`src/hw/rtl/clt_pkg.sv`:
```
// ----------------------------------------------------------------------------
// clt_pkg
// Shared types and constants of the C subset lexical tokenizer.
// ----------------------------------------------------------------------------
`default_nettype none

package clt_pkg;

  localparam int unsigned NUM_KW   = 6;
  localparam int unsigned KW_MAX_W = 8;
  localparam int unsigned START_W  = 16;
  localparam int unsigned LEN_W    = 8;
  localparam int unsigned CHAR_W   = 8;
  localparam int unsigned KIND_W   = 3;
  localparam int unsigned KWI_W    = 3;

  localparam int unsigned Q_DEPTH = 4;
  localparam int unsigned QPTR_W  = 2;
  localparam int unsigned QCNT_W  = 3;

  // token kind codes
  localparam logic [KIND_W-1:0] TOK_KEYWORD = 3'd0;
  localparam logic [KIND_W-1:0] TOK_IDENT   = 3'd1;
  localparam logic [KIND_W-1:0] TOK_CONST   = 3'd2;
  localparam logic [KIND_W-1:0] TOK_OP      = 3'd3;
  localparam logic [KIND_W-1:0] TOK_PUNCT   = 3'd4;
  localparam logic [KIND_W-1:0] TOK_INVALID = 3'd5;

  typedef enum logic [2:0] {
    OPEN_NONE   = 3'b001,
    OPEN_WORD   = 3'b010,
    OPEN_NUMBER = 3'b100
  } open_kind_e;

  localparam logic [2:0] KW_LEN [NUM_KW] = '{3'd3, 3'd4, 3'd6, 3'd6, 3'd4, 3'd4};

  localparam logic [7:0] KW_CHAR [NUM_KW][KW_MAX_W] = '{
    '{"i", "n", "t", 8'h00, 8'h00, 8'h00, 8'h00, 8'h00},
    '{"c", "h", "a", "r", 8'h00, 8'h00, 8'h00, 8'h00},
    '{"r", "e", "t", "u", "r", "n", 8'h00, 8'h00},
    '{"s", "t", "r", "u", "c", "t", 8'h00, 8'h00},
    '{"v", "o", "i", "d", 8'h00, 8'h00, 8'h00, 8'h00},
    '{"l", "o", "n", "g", 8'h00, 8'h00, 8'h00, 8'h00}
  };

  typedef struct packed {
    open_kind_e         kind;
    logic [START_W-1:0] start;
    logic [LEN_W-1:0]   length;
    logic [CHAR_W-1:0]  first;
    logic [NUM_KW-1:0]  cand;
    logic               ovf;
  } open_t;

  typedef struct packed {
    logic [KIND_W-1:0]  kind;
    logic [START_W-1:0] start;
    logic [LEN_W-1:0]   length;
    logic [CHAR_W-1:0]  first;
    logic [KWI_W-1:0]   kwi;
    logic               ovf;
    logic               last;
  } result_t;

  function automatic logic is_space(input logic [7:0] c);
    return (c == 8'd32) || (c >= 8'd9 && c <= 8'd13);
  endfunction

  function automatic logic is_digit(input logic [7:0] c);
    return (c >= "0") && (c <= "9");
  endfunction

  function automatic logic is_word_start(input logic [7:0] c);
    return ((c >= "a") && (c <= "z")) || ((c >= "A") && (c <= "Z")) || (c == "_");
  endfunction

  function automatic logic is_op(input logic [7:0] c);
    return (c == "+") || (c == "-") || (c == "*") || (c == "/") ||
           (c == "=") || (c == "<") || (c == ">") || (c == "!");
  endfunction

  function automatic logic is_punct(input logic [7:0] c);
    return (c == "(") || (c == ")") || (c == ",") || (c == ";") ||
           (c == "{") || (c == "}");
  endfunction

endpackage

`default_nettype wire

```
`src/hw/rtl/clt_step.sv`:
```
// ----------------------------------------------------------------------------
// clt_step
// Next open-token state and up to two finished tokens for one source byte.
// ----------------------------------------------------------------------------
`default_nettype none

module clt_step #(
  parameter int unsigned MAX_TOKEN_LEN = 128,
  parameter int unsigned POSITION_BITS = 16
) (
  input  wire  clt_pkg::open_t          open_i,
  input  wire  logic [POSITION_BITS-1:0] pos_i,
  input  wire  logic [7:0]              char_code_i,
  input  wire  logic                    end_of_text_i,
  output clt_pkg::open_t                open_o,
  output logic [POSITION_BITS-1:0]      pos_o,
  output clt_pkg::result_t              res_a_o,
  output logic                          res_a_vld_o,
  output clt_pkg::result_t              res_b_o,
  output logic                          res_b_vld_o
);

  localparam logic [clt_pkg::LEN_W-1:0] MaxLen = clt_pkg::LEN_W'(MAX_TOKEN_LEN);

  function automatic clt_pkg::open_t clear_open();
    clt_pkg::open_t s;
    s.kind   = clt_pkg::OPEN_NONE;
    s.start  = '0;
    s.length = '0;
    s.first  = '0;
    s.cand   = '1;
    s.ovf    = 1'b0;
    return s;
  endfunction

  function automatic clt_pkg::open_t extend_open(input clt_pkg::open_t s,
                                                 input logic [7:0] c);
    clt_pkg::open_t r;
    r = s;
    if (s.length < MaxLen) begin
      for (int k = 0; k < clt_pkg::NUM_KW; k++) begin
        if (!((s.length < clt_pkg::LEN_W'(clt_pkg::KW_LEN[k])) &&
              (clt_pkg::KW_CHAR[k][s.length[2:0]] == c))) begin
          r.cand[k] = 1'b0;
        end
      end
      r.length = s.length + 8'd1;
    end else begin
      r.ovf  = 1'b1;
      r.cand = '0;
    end
    return r;
  endfunction

  function automatic clt_pkg::result_t emit_open(input clt_pkg::open_t s);
    clt_pkg::result_t r;
    r.kind   = (s.kind == clt_pkg::OPEN_WORD) ? clt_pkg::TOK_IDENT : clt_pkg::TOK_CONST;
    r.start  = s.start;
    r.length = s.length;
    r.first  = s.first;
    r.kwi    = '0;
    r.ovf    = s.ovf;
    r.last   = 1'b0;
    if ((s.kind == clt_pkg::OPEN_WORD) && !s.ovf) begin
      for (int k = 0; k < clt_pkg::NUM_KW; k++) begin
        if (s.cand[k] && (s.length == clt_pkg::LEN_W'(clt_pkg::KW_LEN[k]))) begin
          r.kind = clt_pkg::TOK_KEYWORD;
          r.kwi  = clt_pkg::KWI_W'(k);
        end
      end
    end
    return r;
  endfunction

  logic [POSITION_BITS+15:0] pos_ext;
  logic [15:0]               pos16;
  logic                      extend;
  clt_pkg::open_t            mid;
  clt_pkg::result_t          single;

  assign pos_ext = {16'b0, pos_i};
  assign pos16   = pos_ext[15:0];

  assign extend = ((open_i.kind == clt_pkg::OPEN_WORD) &&
                   (clt_pkg::is_word_start(char_code_i) || clt_pkg::is_digit(char_code_i))) ||
                  ((open_i.kind == clt_pkg::OPEN_NUMBER) && clt_pkg::is_digit(char_code_i));

  always_comb begin
    single.kind   = clt_pkg::is_op(char_code_i) ? clt_pkg::TOK_OP :
                    (clt_pkg::is_punct(char_code_i) ? clt_pkg::TOK_PUNCT :
                     clt_pkg::TOK_INVALID);
    single.start  = pos16;
    single.length = 8'd1;
    single.first  = char_code_i;
    single.kwi    = '0;
    single.ovf    = 1'b0;
    single.last   = 1'b0;

    res_a_o     = emit_open(open_i);
    res_a_vld_o = 1'b0;
    res_b_o     = single;
    res_b_vld_o = 1'b0;
    mid         = clear_open();

    if (extend) begin
      mid = extend_open(open_i, char_code_i);
    end else begin
      res_a_vld_o = (open_i.kind != clt_pkg::OPEN_NONE);
      if (clt_pkg::is_space(char_code_i)) begin
        mid = clear_open();
      end else if (clt_pkg::is_word_start(char_code_i) || clt_pkg::is_digit(char_code_i)) begin
        mid       = clear_open();
        mid.kind  = clt_pkg::is_digit(char_code_i) ? clt_pkg::OPEN_NUMBER :
                    clt_pkg::OPEN_WORD;
        mid.start = pos16;
        mid.first = char_code_i;
        mid       = extend_open(mid, char_code_i);
      end else begin
        res_b_vld_o = 1'b1;
      end
    end

    open_o = mid;
    if (end_of_text_i) begin
      if (mid.kind != clt_pkg::OPEN_NONE) begin
        res_b_o     = emit_open(mid);
        res_b_vld_o = 1'b1;
      end
      open_o = clear_open();
      pos_o  = '0;
    end else begin
      pos_o = pos_i + 1'b1;
    end
  end

endmodule

`default_nettype wire

```
`src/hw/rtl/c_subset_lexical_tokenizer_core.sv`:
```
// ----------------------------------------------------------------------------
// c_subset_lexical_tokenizer_core
// Streaming tokenizer for a small C subset: one source byte per request,
// finished tokens delivered through a four-entry result queue.
// ----------------------------------------------------------------------------
// A finished token is written into the result queue when the byte that
//   finishes it is accepted, and is offered on the output from the queue head.
// Throughput: one byte per cycle; the queue takes a byte only while it has
//   room for two tokens, so a slow consumer or a run of two-token bytes stalls.
// Reset: clears the open token, the text position and the result queue.
`default_nettype none

module c_subset_lexical_tokenizer_core #(
  parameter int unsigned MAX_TOKEN_LEN = 128,
  parameter int unsigned POSITION_BITS = 16
) (
  input  wire  logic       clk_i,
  input  wire  logic       rst_ni,
  input  wire  logic       in_valid_i,
  output logic             in_ready_o,
  input  wire  logic [7:0] char_code_i,
  input  wire  logic       end_of_text_i,
  output logic             out_valid_o,
  input  wire  logic       out_ready_i,
  output logic [2:0]       token_kind_o,
  output logic [15:0]      start_offset_o,
  output logic [7:0]       token_length_o,
  output logic [7:0]       first_char_o,
  output logic [2:0]       keyword_index_o,
  output logic             length_overflow_o,
  output logic             run_last_o
);

  clt_pkg::open_t                open_q, open_d;
  logic [POSITION_BITS-1:0]      pos_q, pos_d;
  clt_pkg::result_t              res_a, res_b, res0, res1;
  logic                          res_a_vld, res_b_vld;
  logic [1:0]                    push_n;

  clt_pkg::result_t              queue_q [clt_pkg::Q_DEPTH];
  logic [clt_pkg::QPTR_W-1:0]    wr_q, rd_q;
  logic [clt_pkg::QCNT_W-1:0]    cnt_q;
  logic                          accept, pop;
  clt_pkg::result_t              head;

  clt_step #(
    .MAX_TOKEN_LEN (MAX_TOKEN_LEN),
    .POSITION_BITS (POSITION_BITS)
  ) u_step (
    .open_i        (open_q),
    .pos_i         (pos_q),
    .char_code_i   (char_code_i),
    .end_of_text_i (end_of_text_i),
    .open_o        (open_d),
    .pos_o         (pos_d),
    .res_a_o       (res_a),
    .res_a_vld_o   (res_a_vld),
    .res_b_o       (res_b),
    .res_b_vld_o   (res_b_vld)
  );

  assign in_ready_o  = (cnt_q <= clt_pkg::QCNT_W'(clt_pkg::Q_DEPTH - 2));
  assign accept      = in_valid_i & in_ready_o;
  assign out_valid_o = (cnt_q != '0);
  assign pop         = out_valid_o & out_ready_i;

  always_comb begin
    res0 = res_a_vld ? res_a : res_b;
    res1 = res_b;
    res0.last = !(res_a_vld && res_b_vld);
    res1.last = 1'b1;
    push_n = accept ? ({1'b0, res_a_vld} + {1'b0, res_b_vld}) : 2'd0;
  end

  always_ff @(posedge clk_i or negedge rst_ni) begin
    if (!rst_ni) begin
      open_q.kind   <= clt_pkg::OPEN_NONE;
      open_q.start  <= '0;
      open_q.length <= '0;
      open_q.first  <= '0;
      open_q.cand   <= '1;
      open_q.ovf    <= 1'b0;
      pos_q         <= '0;
      wr_q          <= '0;
      rd_q          <= '0;
      cnt_q         <= '0;
    end else begin
      if (accept) begin
        open_q <= open_d;
        pos_q  <= pos_d;
      end
      wr_q  <= wr_q + clt_pkg::QPTR_W'(push_n);
      rd_q  <= rd_q + clt_pkg::QPTR_W'(pop);
      cnt_q <= cnt_q + clt_pkg::QCNT_W'(push_n) - clt_pkg::QCNT_W'(pop);
    end
  end

  always_ff @(posedge clk_i) begin
    if (push_n != 2'd0) begin
      queue_q[wr_q] <= res0;
    end
    if (push_n == 2'd2) begin
      queue_q[wr_q + 1'b1] <= res1;
    end
  end

  assign head              = queue_q[rd_q];
  assign token_kind_o      = head.kind;
  assign start_offset_o    = head.start;
  assign token_length_o    = head.length;
  assign first_char_o      = head.first;
  assign keyword_index_o   = head.kwi;
  assign length_overflow_o = head.ovf;
  assign run_last_o        = head.last;

endmodule

`default_nettype wire

```
`config.mk`:
```
export PLATFORM = sky130hd
export DESIGN_NAME = c_subset_lexical_tokenizer_core
export DESIGN_NICKNAME = d
export VERILOG_FILES = /design/src/hw/rtl/clt_pkg.sv /design/src/hw/rtl/clt_step.sv /design/src/hw/rtl/c_subset_lexical_tokenizer_core.sv
export SDC_FILE = /design/constraint.sdc
export NUM_CORES = 1
export LEC_CHECK = 0
export ABC_AREA = 1
export BUFFER_PORTS_ARGS = -buffer_cell sky130_fd_sc_hd__buf_2
export CORE_UTILIZATION = 30
export DETAILED_ROUTE_END_ITERATION = 7
export PLACE_DENSITY = 0.49
export REMOVE_ABC_BUFFERS = 1
export SETUP_SLACK_MARGIN = 0.02
export SYNTH_ARGS = -nofsm -noshare
export SYNTH_HDL_FRONTEND = slang
export SYNTH_SLANG_ARGS = --single-unit
```
`constraint.sdc`:
```
create_clock -name clk_i -period 10.46 [get_ports clk_i]
set_input_delay 1.046 -clock clk_i [delete_from_list [all_inputs] [get_ports clk_i]]
set_output_delay 1.046 -clock clk_i [all_outputs]
set_load 0.01 [all_outputs]
```
==> results.md, run 1 <==
- FMAX: approximately 200 MHz
- Mapped Area: about 12000 µm²
- Outcome: finished clean
- Clock buffer depth: 3
- # IOs: 55
- Layout Utilization: 0.341
- Sink Count: ~230
- Warnings, synthesis: 0
- Dpl hpwl: roughly 27000 µm
- CORE AREA: between 40000 and 50000 µm²
- Vias in the first global route: about 10000
- Clk pwr share: 0.258
- Die height: ~210 µm
- Setup TNS: 0 ps
- Global-route wire length before repair: between 60000 and 70000 µm
- CP max FO: 51
- Leakage: approximately 5.2 nW
- Post-synthesis average cell area: between 8 and 9 µm²
- Hold crit path type: in -> async
- Worst-path cell chain: buf_2, inv_1, nand3_1, nand2_1, nor2_1, nor2_2, nor2_1, inv_2, o21ai_0, ha_1, inv_1, nor2_1, inv_1, nor2_1, inv_1, nor2_1, inv_1, buf_4, nand2_2
- Crit path required time: 10600 ps
- Routability-driven placement congestion ratio: ~0.86
- Routed Antenna Nets: 0
- Place WS: just under 5000 ps
- 1st-iter DRT viols: between 1000 and 1500
- Vias: roughly 11000
- Post-synth top flop: edfxtp_1
- Starting Density: 0.304
- Avg WL per Cell: between 15 and 20 µm
- Root buffer cell: clkbuf_16
- Synth unique cells: 44
- Sequential fraction of design power: 0.341
- Synth-to-Final Area Change: 12.1%
- H-Tree Depth: 1
- Final nets: about 1500
- Final hold viol count: 0
- Worst-Margin Slew: between 1000 and 1500 ps
- Part of the cycle the worst path needs: 0.474
- Post-CTS Setup Bufs: 0
- Rel. slew slack: 0.240
- Detailed-route DRC error count: 0
- Multi-input logic area: 5150 µm²
- Max Cap Viol: 0
- Critical path type: in -> reg
- Number of buffers created by CTS: 26
- Drt pass-1 iters: 6
- Cell Int Power: 2.12 mW
- Worst setup margin: about 5500 ps
- Flops & latches, synth: about 230
- Hold WS: about 400 ps
- Storage cell area: approximately 6400 µm²
- Pin count of the biggest net entering global routing: 82
- Post-synth EDFFs: between 150 and 200
- Gr ovfl total: 0
- Total Routing Usage GR: 0.185
- Clock Latency Late Sink: ~530 ps
- Startpoint Class: input pin
- Max VDD drop: around 0.00014 V
- Data arrival, critical path: 5110 ps
- # hold bufs at CTS: 0
- Pwr dens: approximately 260 nW/µm²
- Post-Route WL: between 30000 and 40000 µm
- # port buffers: 54
- Critical Path Sink Type: flop
- Clk slew on worst S/H paths: 60 ps
- Initial antenna violation count: 0
- Fin crit period: a little under 5000 ps
- Die footprint: about 42000 µm²
- Psw: about 1.5 mW
- Synth async-reset ratio: 0.289
- Sequential share of the synthesized area: 0.514
- Total design power: ~3.6 mW
- Row count: 74
- Slowest Stage Delay on Critical Path: approximately 800 ps
- Sw Ratio: 0.408
- RSZ-0062 raised after global routing: false
- Fillers: approximately 4300
- Die width: between 200 and 250 µm
- Syn Inst Count: 1429
- CTS tree: yes
- Ant. Diodes: 0
- Fin. max-slew vios: 0
- Slowest-stage cell, CP: nand2_2
- Combinational power share: 0.401
- Vias per Instance: about 5.3
- Cts repair resizes: 0
- Clock skew: roughly 11 ps
- Final setup viols: 0
- Layout cells sized above 1: 0.125
final timing paths:
kind	startpoint	endpoint	cells past startpoint	slack, ps
worst max-delay path	char_code_i[4]	queue_q[0][16]	19	5500
worst min-delay path	rst_ni	open_q[17]	1	400
worst max register to register	open_q[40]	queue_q[2][17]	14	6190
worst min register to register	pos_q[9]	pos_q[9]	1	460
max in group asynchronous	rst_ni	rd_q[0]	2	9000
min in group clk_i	pos_q[9]	pos_q[9]	1	460
cell usage after synthesis, types with 3 or more instances:
cell | n | area, µm²
nand4_1 | 9 | 56.3
inv_2 | 9 | 33.8
clkbuf_1 | 71 | 267
buf_2 | 15 | 75.1
nor3_1 | 21 | 105
inv_1 | 121 | 454
edfxtp_1 | 156 | 4680
nor2_1 | 165 | 619
o21ai_0 | 150 | 751
a21oi_1 | 30 | 150
dfxtp_1 | 4 | 80.1
dfrtp_1 | 58 | 1450
buf_6 | 3 | 33.8
nor4_1 | 4 | 25.0
nor2_2 | 5 | 31.3
nand3_1 | 44 | 220
dfstp_2 | 7 | 184
xnor2_1 | 3 | 26.3
buf_4 | 6 | 45.0
nand2_2 | 11 | 68.8
o21ai_1 | 30 | 150
a22oi_1 | 3 | 22.5
o22ai_1 | 219 | 1370
o21ai_2 | 22 | 193
o211ai_1 | 3 | 22.5
ha_1 | 15 | 188
xor2_1 | 18 | 158
a32oi_1 | 3 | 26.3
nand2_1 | 205 | 769
state kept, by name, summed over array words and instances, names as in the netlist:
register and cells:
wr_q 2, pos_q 16, open_q 42, queue_q 160, cnt_q 3, rd_q 2
logic make-up (layout without fill, tap and decap cells):
| logic type | count (synthesis) | in the layout | synth area share |
|---|---|---|---|
| simple gates | 471 | 471 | 0.158 |
| compound gates | 469 | 469 | 0.223 |
| buf+inv | 227 | 249 | 0.0736 |
| flops | 225 | 225 | 0.514 |
| xor+xnor | 21 | 21 | 0.0148 |
| fa+ha+maj | 16 | 16 | 0.0167 |
power groups by stage:
stage / sequential, mW / combinational (mW) / clock [mW]
after global placement: 1.24 / 1.43 / 0
after detailed placement: 1.24 / 1.44 / 0
after floorplan: 1.25 / 0.870 / 0
after global routing: 1.24 / 1.59 / 0.971
after CTS: 1.22 / 1.45 / 0.935
final: 1.22 / 1.44 / 0.922
metrics by stage:
| stage | cells | instance area, µm² |
|---|---|---|
| after global placement | 1935 | 13100 |
| final | 1983 | 14000 |
| after global routing | 1983 | 14000 |
| after detailed placement | 1935 | 13100 |
| after floorplan | 1334 | 12000 |
| after CTS | 1983 | 14000 |
placed cells by master (no fill, tap or decap), types with 3 or more instances in the layout:
master,netlist,routed
bufinv_16,0,3
clkbuf_16,0,27
nand4_1,9,9
clkinv_1,2,5
nand2_1,205,201
o22ai_1,219,219
xnor2_1,3,3
inv_1,121,121
a22oi_1,3,3
nand2_2,11,15
buf_2,15,54
o211ai_1,3,3
buf_4,6,15
nor4_1,4,4
dfrtp_1,58,57
nor2_1,165,164
ha_1,15,15
o21ai_1,30,30
nand3_1,44,44
clkinv_2,0,7
o21ai_2,22,22
nor3_1,21,21
nor2_2,5,6
o21ai_0,150,150
dfxtp_1,4,4
clkinvlp_4,0,5
a21oi_1,30,30
inv_2,9,10
xor2_1,18,18
a32oi_1,3,3
dfstp_2,7,7
edfxtp_1,156,156
critical path: cells and delay by family:
family	cells	cell delay, ps
compound gates	1	230
fa+ha+maj	1	180
buf+inv	8	1390
simple gates	9	2210
area by class of cell:
type | count | share of cell area
Clock inverter | 20 | 0.0134
Tap cell | 532 | 0.0477
Clock buffer | 28 | 0.0487
Inverter | 132 | 0.0355
Timing Repair Buffer | 69 | 0.0274
Multi-Input combinational cell | 977 | 0.369
Sequential cell | 225 | 0.459
metal layers:
layer  up-vias  GRT usage  routed length (µm)
li1       5107          -                   -
met1      5088      0.276               18800
met2       354      0.280               17200
met3        45     0.0291                2670
met4         0     0.0405                 690
met5         -          0                   0
No activity file was read; power rests on OpenSTA's default activity.
==> run 2, diff against run 1 <==
Clock period 10.46 ns to 5 ns, I/O delays scaled along.
==> run 2 against run 1 <==
  * Sequential power grew 110%
  * Total power is 110% higher
  * Global-route usage rose by 1.2 points
  * Critical path type is now reg -> reg
==> results.md, run 2 (synthesis results as in run 1) <==
- Clk slew on worst S/H paths: ~60 ps
- FMAX: 265 MHz
- Cts repair resizes: 0
- Max VDD drop: about 0.00035 V
- Routability-driven placement congestion ratio: 0.880
- Die height: between 200 and 250 µm
- Combinational power share: 0.418
- Leakage: 5.25 nW
- Final setup viols: 0
- Clock Latency Late Sink: 520 ps
- Cell Int Power: between 4 and 5 mW
- Gr ovfl total: 0
- Post-CTS Setup Bufs: 0
- Starting Density: 0.304
- Storage cell area: 6400 µm²
- Fillers: between 4000 and 5000
- CP max FO: 16
- Dpl hpwl: 26300 µm
- R2R setup slack: approximately 1200 ps
- H-Tree Depth: 1
- Die width: roughly 200 µm
- Number of buffers created by CTS: 24
- Slowest Stage Delay on Critical Path: 560 ps
- Die footprint: roughly 42000 µm²
- Vias in the first global route: about 10000
- Root buffer cell: clkbuf_16
- Global-route wire length before repair: about 64000 µm
- Pwr dens: between 500 and 600 nW/µm²
- Rel. slew slack: 0.389
- # hold bufs at CTS: 0
- Biggest regs: queue_q x160, open_q x42, pos_q x16
- Critical R2R Launch: open_q[39]
- Psw: ~3 mW
- Met2 Resource Use GR: 0.307
- Clock buffer depth: 3
- Fin. max-slew vios: 0
- Clock skew: roughly 10 ps
- Startpoint Class: flop
- Layout Utilization: 0.341
- Crit path required time: about 5200 ps
- CORE AREA: between 40000 and 50000 µm²
- Slowest-stage cell, CP: dfstp_2
- Final hold viol count: 0
- Fin crit period: ~3800 ps
- Most common cell after layout, fill and taps aside: o22ai_1
- Routed Antenna Nets: 0
- Layer with the highest usage: met2
- Pin count of the biggest net entering global routing: just over 80
- Critical Path Sink Type: flop
- Sequential fraction of design power: 0.345
- Setup TNS: 0 ps
- Layout cells sized above 1: 0.127
- Avg WL per Cell: between 20 and 25 µm
- Worst-Margin Slew: roughly 900 ps
- Largest reg by FF count: queue_q
- Final nets: about 1500
- Initial antenna violation count: 0
- CTS tree: yes
- Sink Count: between 200 and 250
- Ant. Diodes: 0
- 1st-iter DRT viols: 1001
- Cell count of the worst reg-to-reg path: 16
- RSZ-0062 raised after global routing: false
- Max Cap Viol: 0
- Clk pwr share: 0.237
- # port buffers: 54
- Worst-path cell chain: inv_1, nand3_1, nand2_4, inv_2, nor2_2, a31oi_4, ha_1, inv_1, nor2_1, inv_1, nor2_1, inv_1, nor2_1, inv_1, nand2_2, buf_4
- Total Routing Usage GR: 0.197
- Top cell by count, worst path: inv_1
- Detailed-route DRC error count: 0
- GRT met3 Usage: 0.0157
- Row count: 74
- # IOs: 55
- Multi-input logic area: 5150 µm²
- Most frequent cells in the layout: o22ai_1 (219), nand2_1 (201), nor2_1 (164), edfxtp_1 (156), o21ai_0 (150)
- Data arrival, critical path: 4000 ps
- Part of the cycle the worst path needs: 0.755
- Outcome: finished clean
- Vias per Instance: roughly 5.5
- Reg2Reg Capture Point: queue_q[0][33]
- Post-Route WL: about 42000 µm
- Drt pass-1 iters: 5
- Sw Ratio: 0.413
- Synth-to-Final Area Change: 12.1%
- Critical path type: reg -> reg
- Met1 GRT Util: 0.296
- Vias: 10900
- Largest register FFs: 160
- Hold crit path type: in -> async
run 2: how the worst max path moves through the flow:
stage                              start              to  slack (ps)  depth (start not counted)
after detailed placement  char_code_i[2]   queue_q[0][9]         880                         19
after floorplan           char_code_i[7]  queue_q[1][10]         530                         16
after global placement    char_code_i[7]   queue_q[0][9]        1010                         19
final                         open_q[39]  queue_q[0][33]        1220                         16
after CTS                     open_q[39]   queue_q[0][9]        1260                         16
after global routing          open_q[39]   queue_q[0][9]         990                         16
run 2: power groups by stage:
stage / sequential (mW) / clock (mW) / combinational, mW
3_5_place_dp: 2.58 / 0 / 3.11
3_3_place_gp: 2.58 / 0 / 3.09
2_1_floorplan: 2.62 / 0 / 1.82
6_report: 2.54 / 1.75 / 3.09
5_1_grt: 2.57 / 1.83 / 3.40
4_1_cts: 2.54 / 1.77 / 3.12
run 2: per-layer routing:
layer / part of all wire / vias up
met5: 0 / -
met4: 0.015 / 0
met3: 0.060 / 47
met2: 0.45 / 403
met1: 0.48 / 5269
li1: - / 5133
run 2: worst max-delay path, delay by kind of cell (launching register included):
family | cells | cell delay (ps)
flops | 1 | 560
buf+inv | 7 | 820
fa+ha+maj | 1 | 180
compound gates | 1 | 230
simple gates | 7 | 1680
run 2: area by class of cell:
type / count / share of cell area
Clock buffer: 34 / 0.0487
Clock inverter: 10 / 0.00529
Inverter: 132 / 0.0355
Multi-Input combinational cell: 977 / 0.369
Sequential cell: 225 / 0.459
Tap cell: 532 / 0.0477
Timing Repair Buffer: 80 / 0.0352
run 2: per-stage QoR:
| step | cell area [µm²] | total power, mW | hold slack [ps] | std cells | worst slack [ps] |
|---|---|---|---|---|---|
| global route | 14000 | 7.81 | 271 | 1990 | 994 |
| global placement | 13200 | 5.66 | 446 | 1946 | 1010 |
| floorplan | 12000 | 4.43 | 204 | 1334 | 533 |
| finish | 14000 | 7.38 | 172 | 1990 | 1220 |
| detailed placement | 13200 | 5.69 | 477 | 1946 | 876 |
| CTS | 14000 | 7.43 | 233 | 1990 | 1260 |
